[config.mk]
export PLATFORM = sky130hd
export DESIGN_NAME = stylus_report_to_touch_report
export DESIGN_NICKNAME = d
export VERILOG_FILES = /design/src/srtr_pkg.sv /design/src/stylus_report_to_touch_report.sv /design/src/srtr_front.sv /design/src/srtr_queue.sv /design/src/srtr_back.sv
export SDC_FILE = /design/constraint.sdc
export NUM_CORES = 1
export LEC_CHECK = 0
export BUFFER_PORTS_ARGS = -buffer_cell sky130_fd_sc_hd__buf_4
export CORE_UTILIZATION = 50
export CTS_BUF_LIST = sky130_fd_sc_hd__clkbuf_4
export CTS_CLUSTER_SIZE = 28
export DETAILED_ROUTE_END_ITERATION = 8
export GPL_ROUTABILITY_DRIVEN = 0
export HOLD_SLACK_MARGIN = 0.02
export MAX_ROUTING_LAYER = met4
export PLACE_DENSITY = 0.7
export SLEW_MARGIN = 15
export SYNTH_ARGS = -nofsm -noshare
export SYNTH_HDL_FRONTEND = slang
export SYNTH_SLANG_ARGS = --single-unit
[constraint.sdc]
create_clock -name i_clk -period 6.6 [get_ports i_clk]
set_clock_uncertainty 0.05 [all_clocks]
set_input_delay 0 -clock i_clk [delete_from_list [all_inputs] [get_ports i_clk]]
set_output_delay 0 -clock i_clk [all_outputs]
set_load 0.01 [all_outputs]
[src/srtr_pkg.sv]
// Shared types, constants and the report length table of the stylus-to-touch report rewriter.
package srtr_pkg;

    // Widest coordinate that the emit command carries.
    localparam int MAX_COORD_BITS = 16;

    // Bytes in the appended touch report.
    localparam int TOUCH_LEN = 6;

    // Report ID of a stylus report.
    localparam logic [7:0] STYLUS_ID = 8'h01;

    // Tip and in-range bits of the touch report while the stylus is down.
    localparam logic [7:0] TIP_BITS = 8'h03;

    // Configuration register indexes.
    localparam logic [7:0] CFG_MIRROR_X = 8'd0;
    localparam logic [7:0] CFG_MIRROR_Y = 8'd1;
    localparam logic [7:0] CFG_JUMP_LIMIT = 8'd2;
    localparam logic [7:0] CFG_TOUCH_ID = 8'd3;

    // Position inside a stylus report.
    localparam logic [1:0] OFF_NONE = 2'd0;
    localparam logic [1:0] OFF_FLAGS = 2'd1;
    localparam logic [1:0] OFF_XLOW = 2'd2;
    localparam logic [1:0] OFF_YLOW = 2'd3;

    // Byte positions inside the touch report.
    localparam logic [2:0] POS_ID = 3'd0;
    localparam logic [2:0] POS_TIP = 3'd1;
    localparam logic [2:0] POS_XLO = 3'd2;
    localparam logic [2:0] POS_XHI = 3'd3;
    localparam logic [2:0] POS_YLO = 3'd4;
    localparam logic [2:0] POS_YHI = 3'd5;

    // Configuration as seen by the parser.
    typedef struct packed {
        logic        mirror_x;
        logic        mirror_y;
        logic [10:0] jump_limit;
    } t_cfg;

    // What the back end needs to close one transfer.
    typedef struct packed {
        logic                      append;
        logic                      tip;
        logic [MAX_COORD_BITS-1:0] x;
        logic [MAX_COORD_BITS-1:0] y;
    } t_emit_cmd;

    // Total length of a report by its ID; zero stops parsing.
    function automatic logic [6:0] report_len(input logic [7:0] id);
        logic [6:0] len;
        case (id)
            8'd1:    len = 7'd4;
            8'd2:    len = 7'd2;
            8'd3:    len = 7'd5;
            8'd4:    len = 7'd2;
            8'd5:    len = 7'd3;
            8'd6:    len = 7'd3;
            8'd7:    len = 7'd4;
            8'd8:    len = 7'd4;
            8'd9:    len = 7'd5;
            8'd20:   len = 7'd4;
            8'd21:   len = 7'd2;
            8'd32:   len = 7'd64;
            default: len = 7'd0;
        endcase
        return len;
    endfunction

endpackage

[src/stylus_report_to_touch_report.sv]
// Top level of the stylus-to-touch report rewriter: configuration registers and the three stages.
//
//  Channel   Direction  Handshake                 Contents
//  s (in)    slave      i_s_tvalid / o_s_tready   tdata: data byte; tuser: byte valid;
//                                                 tlast: end of transfer
//  m (out)   master     o_m_tvalid / i_m_tready   tdata: report byte; tuser: appended;
//                                                 tlast: last result of the transfer
//  cfg       slave      i_cfg_valid / o_cfg_ready index 0..3, 11-bit data
//
// Each input byte is parsed in the cycle of its transfer, so the input takes one item per
// cycle while the queue is not full. An end of transfer pushes one command into a two-entry
// queue; the emitter picks a command up and then sends it as the six bytes of a touch report
// or as a plain end marker. The emitter holds one command besides the queue, so the input
// stalls while three closed transfers are waiting on the output side.
// Reset is synchronous and active low; it restores the register defaults and clears control state.
module stylus_report_to_touch_report #(
    parameter int BUFFER_BYTES = 64,
    parameter int COORD_BITS   = 10
) (
    input  logic        i_clk,
    input  logic        i_rst_n,
    // Input stream.
    input  logic        i_s_tvalid,
    output logic        o_s_tready,
    input  logic [7:0]  i_s_tdata,   // [7:0] data_byte
    input  logic        i_s_tuser,   // [0] byte_valid
    input  logic        i_s_tlast,   // end_of_transfer
    // Output stream.
    output logic        o_m_tvalid,
    input  logic        i_m_tready,
    output logic [7:0]  o_m_tdata,   // [7:0] out_byte
    output logic        o_m_tuser,   // [0] appended
    output logic        o_m_tlast,   // last_in_run
    // Configuration writes.
    input  logic        i_cfg_valid,
    output logic        o_cfg_ready,
    input  logic [7:0]  i_cfg_index,
    input  logic [10:0] i_cfg_data
);

    // Configuration registers; writes land at any time and are used as they stand.
    logic        r_mirror_x;
    logic        r_mirror_y;
    logic [10:0] r_jump_limit;
    logic [7:0]  r_touch_id;

    srtr_pkg::t_cfg      cfg;
    srtr_pkg::t_emit_cmd push_cmd, pop_cmd;
    logic                push, q_full, q_valid, pop, in_accept;

    assign o_cfg_ready = 1'b1;

    always_ff @(posedge i_clk) begin
        if (!i_rst_n) begin
            r_mirror_x   <= 1'b1;
            r_mirror_y   <= 1'b1;
            r_jump_limit <= 11'd256;
            r_touch_id   <= 8'h7f;
        end else if (i_cfg_valid) begin
            case (i_cfg_index)
                srtr_pkg::CFG_MIRROR_X:   r_mirror_x   <= i_cfg_data[0];
                srtr_pkg::CFG_MIRROR_Y:   r_mirror_y   <= i_cfg_data[0];
                srtr_pkg::CFG_JUMP_LIMIT: r_jump_limit <= i_cfg_data;
                srtr_pkg::CFG_TOUCH_ID:   r_touch_id   <= i_cfg_data[7:0];
                default: begin
                end
            endcase
        end
    end

    assign cfg.mirror_x   = r_mirror_x;
    assign cfg.mirror_y   = r_mirror_y;
    assign cfg.jump_limit = r_jump_limit;

    // The parser never blocks on its own; only a full queue holds the input back.
    assign o_s_tready = !q_full;
    assign in_accept  = i_s_tvalid && o_s_tready;

    srtr_front #(
        .BUFFER_BYTES (BUFFER_BYTES),
        .COORD_BITS   (COORD_BITS)
    ) u_front (
        .i_clk             (i_clk),
        .i_rst_n           (i_rst_n),
        .i_accept          (in_accept),
        .i_data_byte       (i_s_tdata),
        .i_byte_valid      (i_s_tuser),
        .i_end_of_transfer (i_s_tlast),
        .i_cfg             (cfg),
        .o_push            (push),
        .o_cmd             (push_cmd)
    );

    srtr_queue u_queue (
        .i_clk   (i_clk),
        .i_rst_n (i_rst_n),
        .i_push  (push),
        .i_cmd   (push_cmd),
        .o_full  (q_full),
        .i_pop   (pop),
        .o_valid (q_valid),
        .o_cmd   (pop_cmd)
    );

    srtr_back u_back (
        .i_clk      (i_clk),
        .i_rst_n    (i_rst_n),
        .i_q_valid  (q_valid),
        .i_q_cmd    (pop_cmd),
        .o_q_pop    (pop),
        .i_touch_id (r_touch_id),
        .o_valid    (o_m_tvalid),
        .i_ready    (i_m_tready),
        .o_byte     (o_m_tdata),
        .o_appended (o_m_tuser),
        .o_last     (o_m_tlast)
    );

endmodule

[src/srtr_front.sv]
// Parser: walks the byte stream as reports, tracks the stylus position, and issues emit commands.
module srtr_front #(
    parameter int BUFFER_BYTES = 64,
    parameter int COORD_BITS   = 10
) (
    input  logic               i_clk,
    input  logic               i_rst_n,
    input  logic               i_accept,
    input  logic [7:0]         i_data_byte,
    input  logic               i_byte_valid,
    input  logic               i_end_of_transfer,
    input  srtr_pkg::t_cfg     i_cfg,
    output logic               o_push,
    output srtr_pkg::t_emit_cmd o_cmd
);

    localparam int CNT_W = $clog2(BUFFER_BYTES + 1);
    localparam int CMP_W = (COORD_BITS > 11) ? COORD_BITS : 11;

    logic [6:0]            r_left, n_left;
    logic                  r_stopped, n_stopped;
    logic [1:0]            r_off, n_off;
    logic [7:0]            r_flags, n_flags;
    logic [7:0]            r_xlow, n_xlow;
    logic [COORD_BITS-1:0] r_last_x, n_last_x;
    logic [COORD_BITS-1:0] r_last_y, n_last_y;
    logic                  r_recent, n_recent;
    logic                  r_touch, n_touch;
    logic [CNT_W-1:0]      r_cnt, n_cnt;

    logic [6:0]            len;
    logic [COORD_BITS-1:0] pt_x, pt_y, dx, dy;
    logic                  near;
    logic                  emit;

    // Candidate point from the stored flags and X low byte plus the incoming Y low byte.
    always_comb begin
        pt_x = COORD_BITS'({r_flags[3:2], r_xlow});
        pt_y = COORD_BITS'({r_flags[1:0], i_data_byte});
        if (i_cfg.mirror_x) begin
            pt_x = ~pt_x;
        end
        if (i_cfg.mirror_y) begin
            pt_y = ~pt_y;
        end
        dx = (r_last_x > pt_x) ? (r_last_x - pt_x) : (pt_x - r_last_x);
        dy = (r_last_y > pt_y) ? (r_last_y - pt_y) : (pt_y - r_last_y);
        near = (CMP_W'(dx) < CMP_W'(i_cfg.jump_limit))
            && (CMP_W'(dy) < CMP_W'(i_cfg.jump_limit));
    end

    always_comb begin
        n_left    = r_left;
        n_stopped = r_stopped;
        n_off     = r_off;
        n_flags   = r_flags;
        n_xlow    = r_xlow;
        n_last_x  = r_last_x;
        n_last_y  = r_last_y;
        n_recent  = r_recent;
        n_touch   = r_touch;
        n_cnt     = r_cnt;
        len       = srtr_pkg::report_len(i_data_byte);
        emit      = 1'b0;
        o_push    = 1'b0;
        o_cmd     = '0;

        if (i_accept && i_byte_valid) begin
            if (r_cnt < CNT_W'(BUFFER_BYTES)) begin
                n_cnt = r_cnt + 1'b1;
            end
            if (!r_stopped) begin
                if (r_left == 7'd0) begin
                    if (len == 7'd0) begin
                        n_stopped = 1'b1;
                        n_off     = srtr_pkg::OFF_NONE;
                    end else begin
                        n_left = len - 7'd1;
                        n_off  = (i_data_byte == srtr_pkg::STYLUS_ID) ?
                                 srtr_pkg::OFF_FLAGS : srtr_pkg::OFF_NONE;
                    end
                end else begin
                    n_left = r_left - 7'd1;
                    case (r_off)
                        srtr_pkg::OFF_FLAGS: begin
                            n_flags = i_data_byte;
                            n_off   = srtr_pkg::OFF_XLOW;
                        end
                        srtr_pkg::OFF_XLOW: begin
                            n_xlow = i_data_byte;
                            n_off  = srtr_pkg::OFF_YLOW;
                        end
                        srtr_pkg::OFF_YLOW: begin
                            if (!r_recent || near) begin
                                n_last_x = pt_x;
                                n_last_y = pt_y;
                            end
                            n_recent = 1'b1;
                            n_touch  = 1'b1;
                            n_off    = srtr_pkg::OFF_NONE;
                        end
                        default: begin
                            n_off = srtr_pkg::OFF_NONE;
                        end
                    endcase
                end
            end
        end

        if (i_accept && i_end_of_transfer) begin
            emit = n_recent
                && (n_cnt <= CNT_W'(BUFFER_BYTES - srtr_pkg::TOUCH_LEN));
            o_push       = 1'b1;
            o_cmd.append = emit;
            o_cmd.tip    = n_touch;
            o_cmd.x      = srtr_pkg::MAX_COORD_BITS'(n_last_x);
            o_cmd.y      = srtr_pkg::MAX_COORD_BITS'(n_last_y);
            if (emit) begin
                n_recent = n_touch;
            end
            n_left    = 7'd0;
            n_stopped = 1'b0;
            n_off     = srtr_pkg::OFF_NONE;
            n_touch   = 1'b0;
            n_cnt     = '0;
        end
    end

    always_ff @(posedge i_clk) begin
        if (!i_rst_n) begin
            r_left    <= 7'd0;
            r_stopped <= 1'b0;
            r_off     <= srtr_pkg::OFF_NONE;
            r_flags   <= 8'd0;
            r_xlow    <= 8'd0;
            r_last_x  <= '0;
            r_last_y  <= '0;
            r_recent  <= 1'b0;
            r_touch   <= 1'b0;
            r_cnt     <= '0;
        end else begin
            r_left    <= n_left;
            r_stopped <= n_stopped;
            r_off     <= n_off;
            r_flags   <= n_flags;
            r_xlow    <= n_xlow;
            r_last_x  <= n_last_x;
            r_last_y  <= n_last_y;
            r_recent  <= n_recent;
            r_touch   <= n_touch;
            r_cnt     <= n_cnt;
        end
    end

endmodule

[src/srtr_queue.sv]
// Two-entry queue of emit commands between the parser and the emitter.
module srtr_queue (
    input  logic                i_clk,
    input  logic                i_rst_n,
    input  logic                i_push,
    input  srtr_pkg::t_emit_cmd i_cmd,
    output logic                o_full,
    input  logic                i_pop,
    output logic                o_valid,
    output srtr_pkg::t_emit_cmd o_cmd
);

    srtr_pkg::t_emit_cmd r_entry [2];
    logic                r_wr_ptr;
    logic                r_rd_ptr;
    logic [1:0]          r_count;

    logic do_push, do_pop;

    assign o_full  = (r_count == 2'd2);
    assign o_valid = (r_count != 2'd0);
    assign o_cmd   = r_entry[r_rd_ptr];
    assign do_push = i_push && !o_full;
    assign do_pop  = i_pop && o_valid;

    always_ff @(posedge i_clk) begin
        if (do_push) begin
            r_entry[r_wr_ptr] <= i_cmd;
        end
    end

    always_ff @(posedge i_clk) begin
        if (!i_rst_n) begin
            r_wr_ptr <= 1'b0;
            r_rd_ptr <= 1'b0;
            r_count  <= 2'd0;
        end else begin
            if (do_push) begin
                r_wr_ptr <= ~r_wr_ptr;
            end
            if (do_pop) begin
                r_rd_ptr <= ~r_rd_ptr;
            end
            case ({do_push, do_pop})
                2'b10:   r_count <= r_count + 2'd1;
                2'b01:   r_count <= r_count - 2'd1;
                default: r_count <= r_count;
            endcase
        end
    end

endmodule

[src/srtr_back.sv]
// Emitter: turns each emit command into the touch report bytes or a lone end marker.
module srtr_back (
    input  logic                i_clk,
    input  logic                i_rst_n,
    input  logic                i_q_valid,
    input  srtr_pkg::t_emit_cmd i_q_cmd,
    output logic                o_q_pop,
    input  logic [7:0]          i_touch_id,
    output logic                o_valid,
    input  logic                i_ready,
    output logic [7:0]          o_byte,
    output logic                o_appended,
    output logic                o_last
);

    srtr_pkg::t_emit_cmd r_cmd;
    logic                r_cmd_valid;
    logic [2:0]          r_pos;
    logic                r_out_valid;
    logic [7:0]          r_out_byte;
    logic                r_out_app;
    logic                r_out_last;

    logic       load;
    logic [7:0] sel_byte;
    logic       sel_last;

    assign o_q_pop = !r_cmd_valid;
    assign load    = r_cmd_valid && (!r_out_valid || i_ready);

    always_comb begin
        case (r_pos)
            srtr_pkg::POS_ID:  sel_byte = i_touch_id;
            srtr_pkg::POS_TIP: sel_byte = r_cmd.tip ? srtr_pkg::TIP_BITS : 8'h00;
            srtr_pkg::POS_XLO: sel_byte = r_cmd.x[7:0];
            srtr_pkg::POS_XHI: sel_byte = r_cmd.x[15:8];
            srtr_pkg::POS_YLO: sel_byte = r_cmd.y[7:0];
            default:           sel_byte = r_cmd.y[15:8];
        endcase
        if (!r_cmd.append) begin
            sel_byte = 8'h00;
        end
        sel_last = !r_cmd.append || (r_pos == srtr_pkg::POS_YHI);
    end

    always_ff @(posedge i_clk) begin
        if (load) begin
            r_out_byte <= sel_byte;
            r_out_app  <= r_cmd.append;
            r_out_last <= sel_last;
        end
        if (!r_cmd_valid) begin
            r_cmd <= i_q_cmd;
        end
    end

    always_ff @(posedge i_clk) begin
        if (!i_rst_n) begin
            r_cmd_valid <= 1'b0;
            r_pos       <= srtr_pkg::POS_ID;
            r_out_valid <= 1'b0;
        end else begin
            if (!r_cmd_valid) begin
                r_cmd_valid <= i_q_valid;
                r_pos       <= srtr_pkg::POS_ID;
            end else if (load) begin
                r_pos <= r_pos + 3'd1;
                if (sel_last) begin
                    r_cmd_valid <= 1'b0;
                end
            end
            if (load) begin
                r_out_valid <= 1'b1;
            end else if (i_ready) begin
                r_out_valid <= 1'b0;
            end
        end
    end

    assign o_valid    = r_out_valid;
    assign o_byte     = r_out_byte;
    assign o_appended = r_out_app;
    assign o_last     = r_out_last;

endmodule

==> summary.txt, run 1 <==
Layout
  – Fin nets: 1,024
  – Layout cells sized above 1: 0.122
  – Layout area overhead: 12.3%
  – Final core utilization: 0.571
  – Fillers: 1,488

Synthesis
  – Async S/R FF share, synth: 0
  – #FFs+latches synth: 157
  – Number of flops mapped to enable cells by yosys: 76
  – Most frequent cell after synthesis: dfxtp_1
  – Mean post-synth cell area: 10.2 um2
  – Post-synth top area share: 0.260
  – Top FF cell, synth: dfxtp_1
  – Post-synth top area cell: edfxtp_1
  – Area contributors post-synth: edfxtp_1 (26%), dfxtp_1 (18%), ha_1 (9.6%)
  – Sequential fraction of the synthesis area: 0.445
  – Cell area after synthesis: 0.00877 mm2
  – Gate Count Post-Synth: 858
  – Ys Warns: 0
  – Net Count, Synth: 963
  – Yosys cell types: 72
  – Synth cell count leaders: dfxtp_1 (81), edfxtp_1 (76), nand2_1 (68)

STA
  – RSZ-0062 raised after global routing: false
  – Final TNS setup: 0 ps
  – Final hold violations: 0
  – Final setup fails: 0
  – Max-slew headroom: 0.279
  – Tcrit/Tclk final: 0.853
  – Worst Max-Slew Pin Slew: 1080 ps
  – Max-slew violations: 0
  – Max Freq: 178 MHz
  – Minimum clock period: 5630 ps

Setup path
  – Worst EP required: 6950 ps
  – Crit path top cell by count: nand2_1
  – CP peak stage delay: 620 ps
  – Worst EP arrival: 5980 ps
  – Slowest CP cell: xnor2_1
  – Crit path launch type: flip-flop
  – WS Path Type: reg2reg
  – Crit-path max FO: 20
  – CP Capture Type: flip-flop
  – CP cell instances: xnor2_1 -> inv_1 -> fa_1 -> o21ai_0 -> a221oi_1 -> o21ai_1 -> buf_4 -> mux2i_1 -> xor2_1 -> ha_1 -> nand2_1 -> nor2_1 -> a211oi_1 -> o211ai_1 -> a21oi_2 -> nand2_1 -> o2bb2ai_1

Pwr
  – Pleak: 3.73 nW
  – PwrDens: 230 mW/mm2
  – Tot Pwr: 2.26 mW
  – Worst vdd ir: 160 uV

CTS
  – Total clock buffers created by CTS: 17
  – Clock Tree Buf Depth: 2
  – # clock sinks: 157
  – # resized after CTS: 0
  – Post-CTS setup buffers: 0
  – CTS root buf: clkbuf_4
  – Clk Latency, worst-skew pair: 590 ps
  – H-tree lvl count: 4
  – CTS tree: yes
  – Clock Pin Slew Worst Setup and Hold Paths: 140 ps

Drt
  – Drt wl/cell: 16.6 um
  – ANT nets after route: 0
  – Initial drt markers: 392
  – Pre-antenna DRT Iters: 4
  – DRC viols: 0
  – Via count: 6,418
  – Vias/cell: 5.54
  – Drt total wl: 19.2 mm

Placed design
  – Post-DP HPWL: 14.1 mm
  – IO Port Bufs: 45

GRT
  – First-pass GRT wire length: 30.9 mm
  – Vias in the first global route: 6,148
  – Initial antenna violation count: 1
  – Remaining Overflow, GRT: 0
  – Largest net degree at the start of global routing: 45
  – GRT Util Overall: 0.231

Worst hold path
  – Hold Crit Class: in2reg

Die
  – Die width: 134 um
  – Row count: 48
  – Core area: 0.0172 mm2
  – Starting Density: 0.509
  – I/O pin total: 47
  – Area of the die: 0.0181 mm2
  – Height of the die: 134 um

Outcome
  – Status: finished clean

Run
  – Max-cap violations: 0
-- critical path: cells and delay by family, from the launching register on --
family | cells | cell delay, ps
flops | 1 | 520
mux | 1 | 260
simple gates | 3 | 640
fa+ha+maj | 2 | 740
xor+xnor | 2 | 880
compound gates | 7 | 1930
buf+inv | 2 | 420
-- timing repair --
| action | CTS | global route |
|---|---|---|
| hold buffers | 37 | 0 |
| endpoints found under the setup margin | 0 | 0 |
| hold endpoints to repair | 83 | 0 |
-- final timing paths --
kind | startpoint | end | depth (start not counted) | slack, ps
max | r_mirror_x$_SDFFE_PN1P_ | u_queue.r_entry[0][21]$_DFFE_PP_ | 17 | 970
min | i_cfg_data[6] | r_jump_limit[6]$_SDFFE_PN0P_ | 4 | 190
max reg2reg | r_mirror_x$_SDFFE_PN1P_ | u_queue.r_entry[0][21]$_DFFE_PP_ | 17 | 970
min reg2reg | u_front.r_flags[0]$_SDFFE_PN0P_ | u_front.r_flags[0]$_SDFFE_PN0P_ | 2 | 440
-- layer usage --
layer / vias up / global-route usage / wire length, um
met4: 0 / 0.0824 / 478
li1: 3186 / - / -
met2: 161 / 0.363 / 8670
met5: - / - / 0
met3: 29 / 0.0469 / 879
met1: 3042 / 0.298 / 9170
-- power by group --
part           internal [mW]  switching [mW]
logic                  0.209           0.252
clock network          0.193           0.369
registers               1.17          0.0700
total                   1.57           0.690
-- cell usage in the layout (no fill, tap or decap), drive strengths merged, types with 6 or more instances in the layout --
cell type	count
dfxtp	81
edfxtp	76
nand2	68
ha	67
inv	67
nor2	62
buf	49
o2bb2ai	40
mux2i	39
dlygate4sd3	37
xnor2	34
a21oi	30
o21ai	30
mux2	23
nand3	23
nor2b	22
clkbuf	17
a21boi	16
xor2	15
a31oi	11
o21a	9
a21o	9
a211oi	8
nor4	8
nor3	7
a22oi	7
and2	7
clkinv	7
nand2b	6
-- metrics by stage --
stage	setup WS (ps)	instance area, um2	cells	hold WS (ps)
final	971	9850	1158	189
after global placement	1240	9210	1088	164
after floorplan	1880	8770	858	75.1
after detailed placement	1070	9210	1088	166
after global routing	506	9850	1158	153
after CTS	1030	9850	1157	152
-- sequential cells by signal, indices dropped and copies added (netlist names), 2 cells and up --
name and flops:
r_touch_id 8, u_front.r_left 7, u_queue.r_entry 44, u_back.r_cmd 22, u_front.r_flags 4, u_front.r_off 2, u_back.o_byte 8, u_back.r_pos 3
u_front.r_xlow 8, u_front.r_last_y 10, u_front.r_cnt 7, u_front.r_last_x 10, u_queue.r_count 2, r_jump_limit 11
-- final cells by class --
cell class,instances,area [um2],area share
multi-input cells,596,4430,0.450
inverters,61,229,0.0232
repair buffers,86,738,0.0749
clock buffers,17,128,0.0130
well taps,225,282,0.0286
flip-flops and latches,157,3900,0.396
diodes,1,2.50,0.000254
clock inverters,15,136,0.0138
-- kinds of logic after synthesis --
family	count (synthesis)	synth area share
and+or+nand+nor	226	0.125
AOI/OAI and AO/OA	187	0.151
DFF	157	0.445
buffers and inverters	105	0.0503
adders and majority gates	71	0.105
muxes	62	0.0740
xor gates and xnor gates	49	0.0489
other	1	0.000427
Note: power is estimated with default switching activity, not from simulation.
==> run 2, diff against run 1 <==
PLACE_DENSITY = 0.67   (was 0.7)
==> run 2 against run 1 <==
Against the previous run: worst hold slack got worse by 25 ps; count of clock-buffer cells in the layout did not move; fmax fell by 2.3%; final cell count did not move; sequential power barely moved; global-route usage rose by 0.42 points; utilization rose by 0.33 points; sequential cell count did not move; largest power group unchanged; via count fell by 0.61%; sequential share of layout area fell by 0.23 points; critical path depth fell by 1; highest routed layer unchanged.
==> summary.txt, run 2 (synthesis gave the netlist of run 1 again) <==
Outcome
  – Status: finished clean

Layout
  – Layout area overhead: 12.9%
  – Most frequent cells in the layout: dfxtp_1 (81), edfxtp_1 (76), nand2_1 (68), ha_1 (67), inv_1 (61)
  – Fillers: 1,503
  – Reg with most FFs: u_queue.r_entry
  – Layout cells sized above 1: 0.126
  – Number of flip-flops in the largest register: 44
  – Area of the multi-input gates: 0.00443 mm2
  – Most common cell after layout, fill and taps aside: dfxtp_1
  – Largest regs: u_queue.r_entry x44, u_back.r_cmd x22, r_jump_limit x11
  – Fin nets: 1,024
  – Reg area: 0.00390 mm2

Pwr
  – Sw frac: 0.316
  – Net switching power: 735 uW
  – PwrDens: 235 mW/mm2
  – Worst vdd ir: 157 uV
  – Flop pwr share: 0.532
  – Cell internal pwr: 1.59 mW
  – Combinational power share: 0.198
  – Clock power share: 0.270
  – Pleak: 3.76 nW

GRT
  – Initial antenna violation count: 1
  – Vias in the first global route: 6,085
  – Remaining Overflow, GRT: 0
  – First-pass GRT wire length: 31.3 mm
  – GRT Util Overall: 0.235
  – Largest net degree at the start of global routing: 45

Setup path
  – Worst EP required: 6930 ps
  – CP Capture Type: flip-flop
  – Worst reg2reg path depth: 16
  – Worst Setup SP: r_mirror_x$_SDFFE_PN1P_
  – Worst EP arrival: 6100 ps
  – Reg-to-reg endpoint: u_queue.r_entry[0][2]$_DFFE_PP_
  – Critical R2R Launch: r_mirror_x$_SDFFE_PN1P_
  – Crit-path max FO: 20
  – Crit path launch type: flip-flop
  – WS Path Type: reg2reg
  – Setup slack, reg-to-reg: 840 ps

Drt
  – DRC viols: 0
  – Drt total wl: 19.5 mm
  – Vias/cell: 5.51
  – ANT nets after route: 0
  – Initial drt markers: 368
  – Drt wl/cell: 16.9 um
  – Via count: 6,379
  – Pre-antenna DRT Iters: 7

Worst hold path
  – Hold Path End: r_jump_limit[4]$_SDFFE_PN0P_
  – Min-delay src: i_cfg_data[4]
  – Worst hold stages: 4
  – Hold Crit Class: in2reg

STA
  – Final hold slack: 164 ps
  – Max Freq: 174 MHz
  – Final setup fails: 0
  – Tcrit/Tclk final: 0.873
  – Max-slew headroom: 0.303
  – Final TNS setup: 0 ps
  – Minimum clock period: 5760 ps
  – Max-slew violations: 0
  – Final hold violations: 0
  – Worst Max-Slew Pin Slew: 1040 ps
  – RSZ-0062 raised after global routing: false
  – PnR worst setup slack: 837 ps

Run
  – Max-cap violations: 0

CTS
  – CTS tree: yes
  – # clock sinks: 157
  – Clock Pin Slew Worst Setup and Hold Paths: 170 ps
  – H-tree lvl count: 4
  – Post-CTS setup buffers: 0
  – CTS root buf: clkbuf_4
  – Clk Latency, worst-skew pair: 590 ps
  – Total clock buffers created by CTS: 17
  – Clock Tree Buf Depth: 2
  – # resized after CTS: 0

Die
  – Height of the die: 134 um
  – Area of the die: 0.0181 mm2
  – Die width: 134 um
  – Starting Density: 0.509
  – Row count: 48
  – I/O pin total: 47
  – Core area: 0.0172 mm2

Placed design
  – Worst slack, placed: 915 ps
  – IO Port Bufs: 45
  – Post-DP HPWL: 14.2 mm
## run 2: cell types whose count changed in the layout (fill, tap and decap cells not counted)
| cell | previous run | this run |
|---|---|---|
| clkinv_1 | 3 | 0 |
| clkinv_2 | 2 | 0 |
| inv_6 | 3 | 4 |
| inv_8 | 3 | 4 |
| clkinvlp_4 | 1 | 0 |
| clkinv_8 | 0 | 4 |
## run 2: worst max-delay path by stage
stage,end,slack [ps],cells past startpoint
2_1_floorplan,u_queue.r_entry[0][17]$_DFFE_PP_,1880,20
6_report,u_queue.r_entry[0][2]$_DFFE_PP_,840,16
5_1_grt,u_queue.r_entry[1][24]$_DFFE_PP_,360,18
4_1_cts,u_queue.r_entry[1][23]$_DFFE_PP_,880,18
3_5_place_dp,u_queue.r_entry[1][23]$_DFFE_PP_,920,18
3_3_place_gp,u_queue.r_entry[0][6]$_DFFE_PP_,1000,17
## run 2: layout make-up
| type | count | area share |
|---|---|---|
| antenna | 1 | 0.000253 |
| clock buffer | 17 | 0.0129 |
| timing repair buffer | 86 | 0.0745 |
| inverter | 61 | 0.0231 |
| clock inverter | 15 | 0.0195 |
| sequential | 157 | 0.394 |
| multi-input combinational | 596 | 0.447 |
| tap | 225 | 0.0284 |
## run 2: critical path: stages, from the launching register on
cell	delay, ps
dfxtp_1	530
xnor2_1	780
inv_1	190
fa_1	460
o21ai_0	380
a221oi_1	170
o21ai_1	240
buf_4	230
mux2i_1	240
xnor2_1	110
ha_1	190
a21o_1	180
a2111oi_0	400
o211ai_1	170
a21oi_2	310
nand2_1	520
o2bb2ai_1	390
## run 2: power by group through the flow
stage | registers (mW) | logic, mW | clock network (mW)
after floorplan | 1.24 | 0.325 | 0
after global placement | 1.26 | 0.445 | 0
after detailed placement | 1.26 | 0.451 | 0
after CTS | 1.24 | 0.466 | 0.644
after global routing | 1.25 | 0.510 | 0.691
final | 1.24 | 0.462 | 0.628
## run 2: per-layer routing
layer	global-route usage	routed length, um	up-vias
met5	-	0	-
met4	0.0961	559	0
met3	0.0417	797	37
met2	0.368	8880	160
met1	0.303	9290	2985
li1	-	-	3197
## run 2: through the flow
stage	area (um2)	std cells	utilization	total power [mW]
2_1_floorplan	8770	858	-	1.56
3_3_place_gp	9210	1088	0.534	1.70
3_5_place_dp	9210	1088	0.534	1.71
4_1_cts	9900	1157	0.575	2.35
5_1_grt	9910	1158	0.575	2.45
6_report	9910	1158	0.575	2.33
## run 2: timing repair
action	4_1_cts	5_1_grt
setup endpoints to repair	0	0
hold buffers	37	0
endpoints found under the hold margin	86	0
==> run 3, diff against run 2 <==
RECOVER_POWER = 100   (was unset)
==> run 3 against run 2 <==
Against the previous run: sequential power about the same; highest routed layer unchanged; non-clock buffer count did not move; largest cell class unchanged; sequential cell count unchanged; largest power group unchanged; first-iteration DRC count fell by 0.54%.
==> summary.txt, run 3 (synthesis gave the netlist of run 1 again) <==
Drt
  – Via count: 6,389
  – Drt total wl: 19.5 mm
  – Initial drt markers: 366
  – ANT nets after route: 0
  – DRC viols: 0
  – Pre-antenna DRT Iters: 5
  – Vias/cell: 5.52
  – Drt wl/cell: 16.9 um

Layout
  – Most frequent cells in the layout: dfxtp_1 (81), edfxtp_1 (76), nand2_1 (68), ha_1 (67)
  – Number of flip-flops in the largest register: 44
  – Final core utilization: 0.570
  – Fillers: 1,521
  – Layout area overhead: 12.1%
  – Fin nets: 1,024
  – Layout cells sized above 1: 0.102
  – Fin area: 0.00983 mm2
  – Reg with most FFs: u_queue.r_entry
  – Most common cell after layout, fill and taps aside: dfxtp_1
  – Largest regs: u_queue.r_entry x44, u_back.r_cmd x22, r_jump_limit x11

Setup path
  – Crit path max-delay family: compound AO/OA/AOI/OAI gates
  – Buffers plus inverters on the worst setup path: 2
  – Crit path launch type: flip-flop
  – Crit-path max FO: 20
  – Worst EP required: 6940 ps
  – CP peak stage delay: 680 ps
  – Worst EP arrival: 6190 ps
  – CP Capture Type: flip-flop
  – Worst reg2reg path depth: 18
  – CP cell instances: xnor2_1 -> inv_1 -> ha_1 -> fa_1 -> o21ai_1 -> a311oi_1 -> a21oi_1 -> clkbuf_1 -> mux2i_1 -> xor2_1 -> ha_1 -> a21oi_1 -> nor2b_1 -> a2111oi_0 -> o211ai_1 -> a21oi_2 -> nand2_1 -> o2bb2ai_1
  – WS Path Type: reg2reg
  – Critical Path Stages: 18
  – Slowest CP cell: dfxtp_1

GRT
  – Remaining Overflow, GRT: 0
  – Largest net degree at the start of global routing: 45
  – Initial antenna violation count: 1
  – GRT Util Overall: 0.235
  – First-pass GRT wire length: 31.3 mm
  – Vias in the first global route: 6,085

CTS
  – Hold buffers post-CTS: 37
  – Clock Pin Slew Worst Setup and Hold Paths: 160 ps
  – CTS tree: yes
  – # clock sinks: 157
  – Clock Tree Buf Depth: 2
  – # resized after CTS: 0
  – H-tree lvl count: 4
  – Clk Latency, worst-skew pair: 590 ps
  – Post-CTS setup buffers: 0
  – Total clock buffers created by CTS: 17
  – CTS root buf: clkbuf_4

Die
  – Height of the die: 134 um
  – Area of the die: 0.0181 mm2
  – Core area: 0.0172 mm2
  – Die width: 134 um
  – I/O pin total: 47
  – Starting Density: 0.509
  – Row count: 48

Pwr
  – Pleak: 3.70 nW
  – Worst vdd ir: 145 uV
  – PwrDens: 235 mW/mm2

STA
  – Worst Max-Slew Pin Slew: 1460 ps
  – Final hold violations: 0
  – Minimum clock period: 5850 ps
  – Tcrit/Tclk final: 0.887
  – Max-slew headroom: 0.0284
  – Max Freq: 171 MHz
  – RSZ-0062 raised after global routing: false
  – Final TNS setup: 0 ps
  – Max-slew violations: 0
  – Final setup fails: 0

Outcome
  – Status: finished clean

Placed design
  – IO Port Bufs: 45
  – Post-DP HPWL: 14.2 mm
  – DP Area: 0.00921 mm2

Worst hold path
  – Hold Crit Class: in2reg
  – Worst hold stages: 4

Run
  – Max-cap violations: 0
## run 3: cell types whose count changed in the layout (fill, tap and decap cells not counted), moves of 2 or more
cell      before  now
buf_4         49   33
clkbuf_1       0   15
and2_0         1    3
and2_1         6    4
and3_1         1    3
mux2_1         0    2
mux2_2        23   21
## run 3: cell type report
cell class                 count  area (um2)  share of cell area
timing repair buffer          86         682              0.0694
tap                          225         282              0.0286
multi-input combinational    596        4410               0.449
clock inverter                15         193              0.0196
inverter                      61         229              0.0233
sequential                   157        3900               0.397
clock buffer                  17         128              0.0130
antenna                        1        2.50            0.000255
## run 3: tightest hold or removal path: cells and delay by family
kind	cells	cell delay [ps]
muxes	1	50
and+or+nand+nor	1	100
buffers and inverters	2	630
## run 3: metal layers
metal	routed length, um	share of wire	GRT usage	vias to the layer above
met2	8880	0.45	0.368	163
li1	-	-	-	3200
met4	546	0.028	0.0961	0
met3	856	0.044	0.0417	32
met5	0	0	-	-
met1	9260	0.47	0.303	2994
## run 3: power by group
group | switching (mW) | total (mW) | internal, mW | leakage [nW]
clock network | 0.414 | 0.629 | 0.215 | 0.170
logic | 0.252 | 0.437 | 0.185 | 2.15
registers | 0.0683 | 1.24 | 1.17 | 1.39
## run 3: final timing paths
kind	from	endpoint	slack, ps
max	r_mirror_y$_SDFFE_PN1P_	u_queue.r_entry[0][2]$_DFFE_PP_	750
min	i_cfg_data[4]	r_jump_limit[4]$_SDFFE_PN0P_	160
max reg2reg	r_mirror_y$_SDFFE_PN1P_	u_queue.r_entry[0][2]$_DFFE_PP_	750
min reg2reg	u_front.r_xlow[4]$_SDFFE_PN0P_	u_front.r_xlow[4]$_SDFFE_PN0P_	440
## run 3: stage by stage
| step | hold WS (ps) | power [mW] | worst slack [ps] | instances |
|---|---|---|---|---|
| after detailed placement | 165 | 1.71 | 915 | 1088 |
| after CTS | 134 | 2.35 | 877 | 1157 |
| final | 163 | 2.31 | 746 | 1158 |
| after floorplan | 75.1 | 1.56 | 1880 | 858 |
| after global placement | 158 | 1.70 | 1000 | 1088 |
| after global routing | 160 | 2.43 | 226 | 1158 |
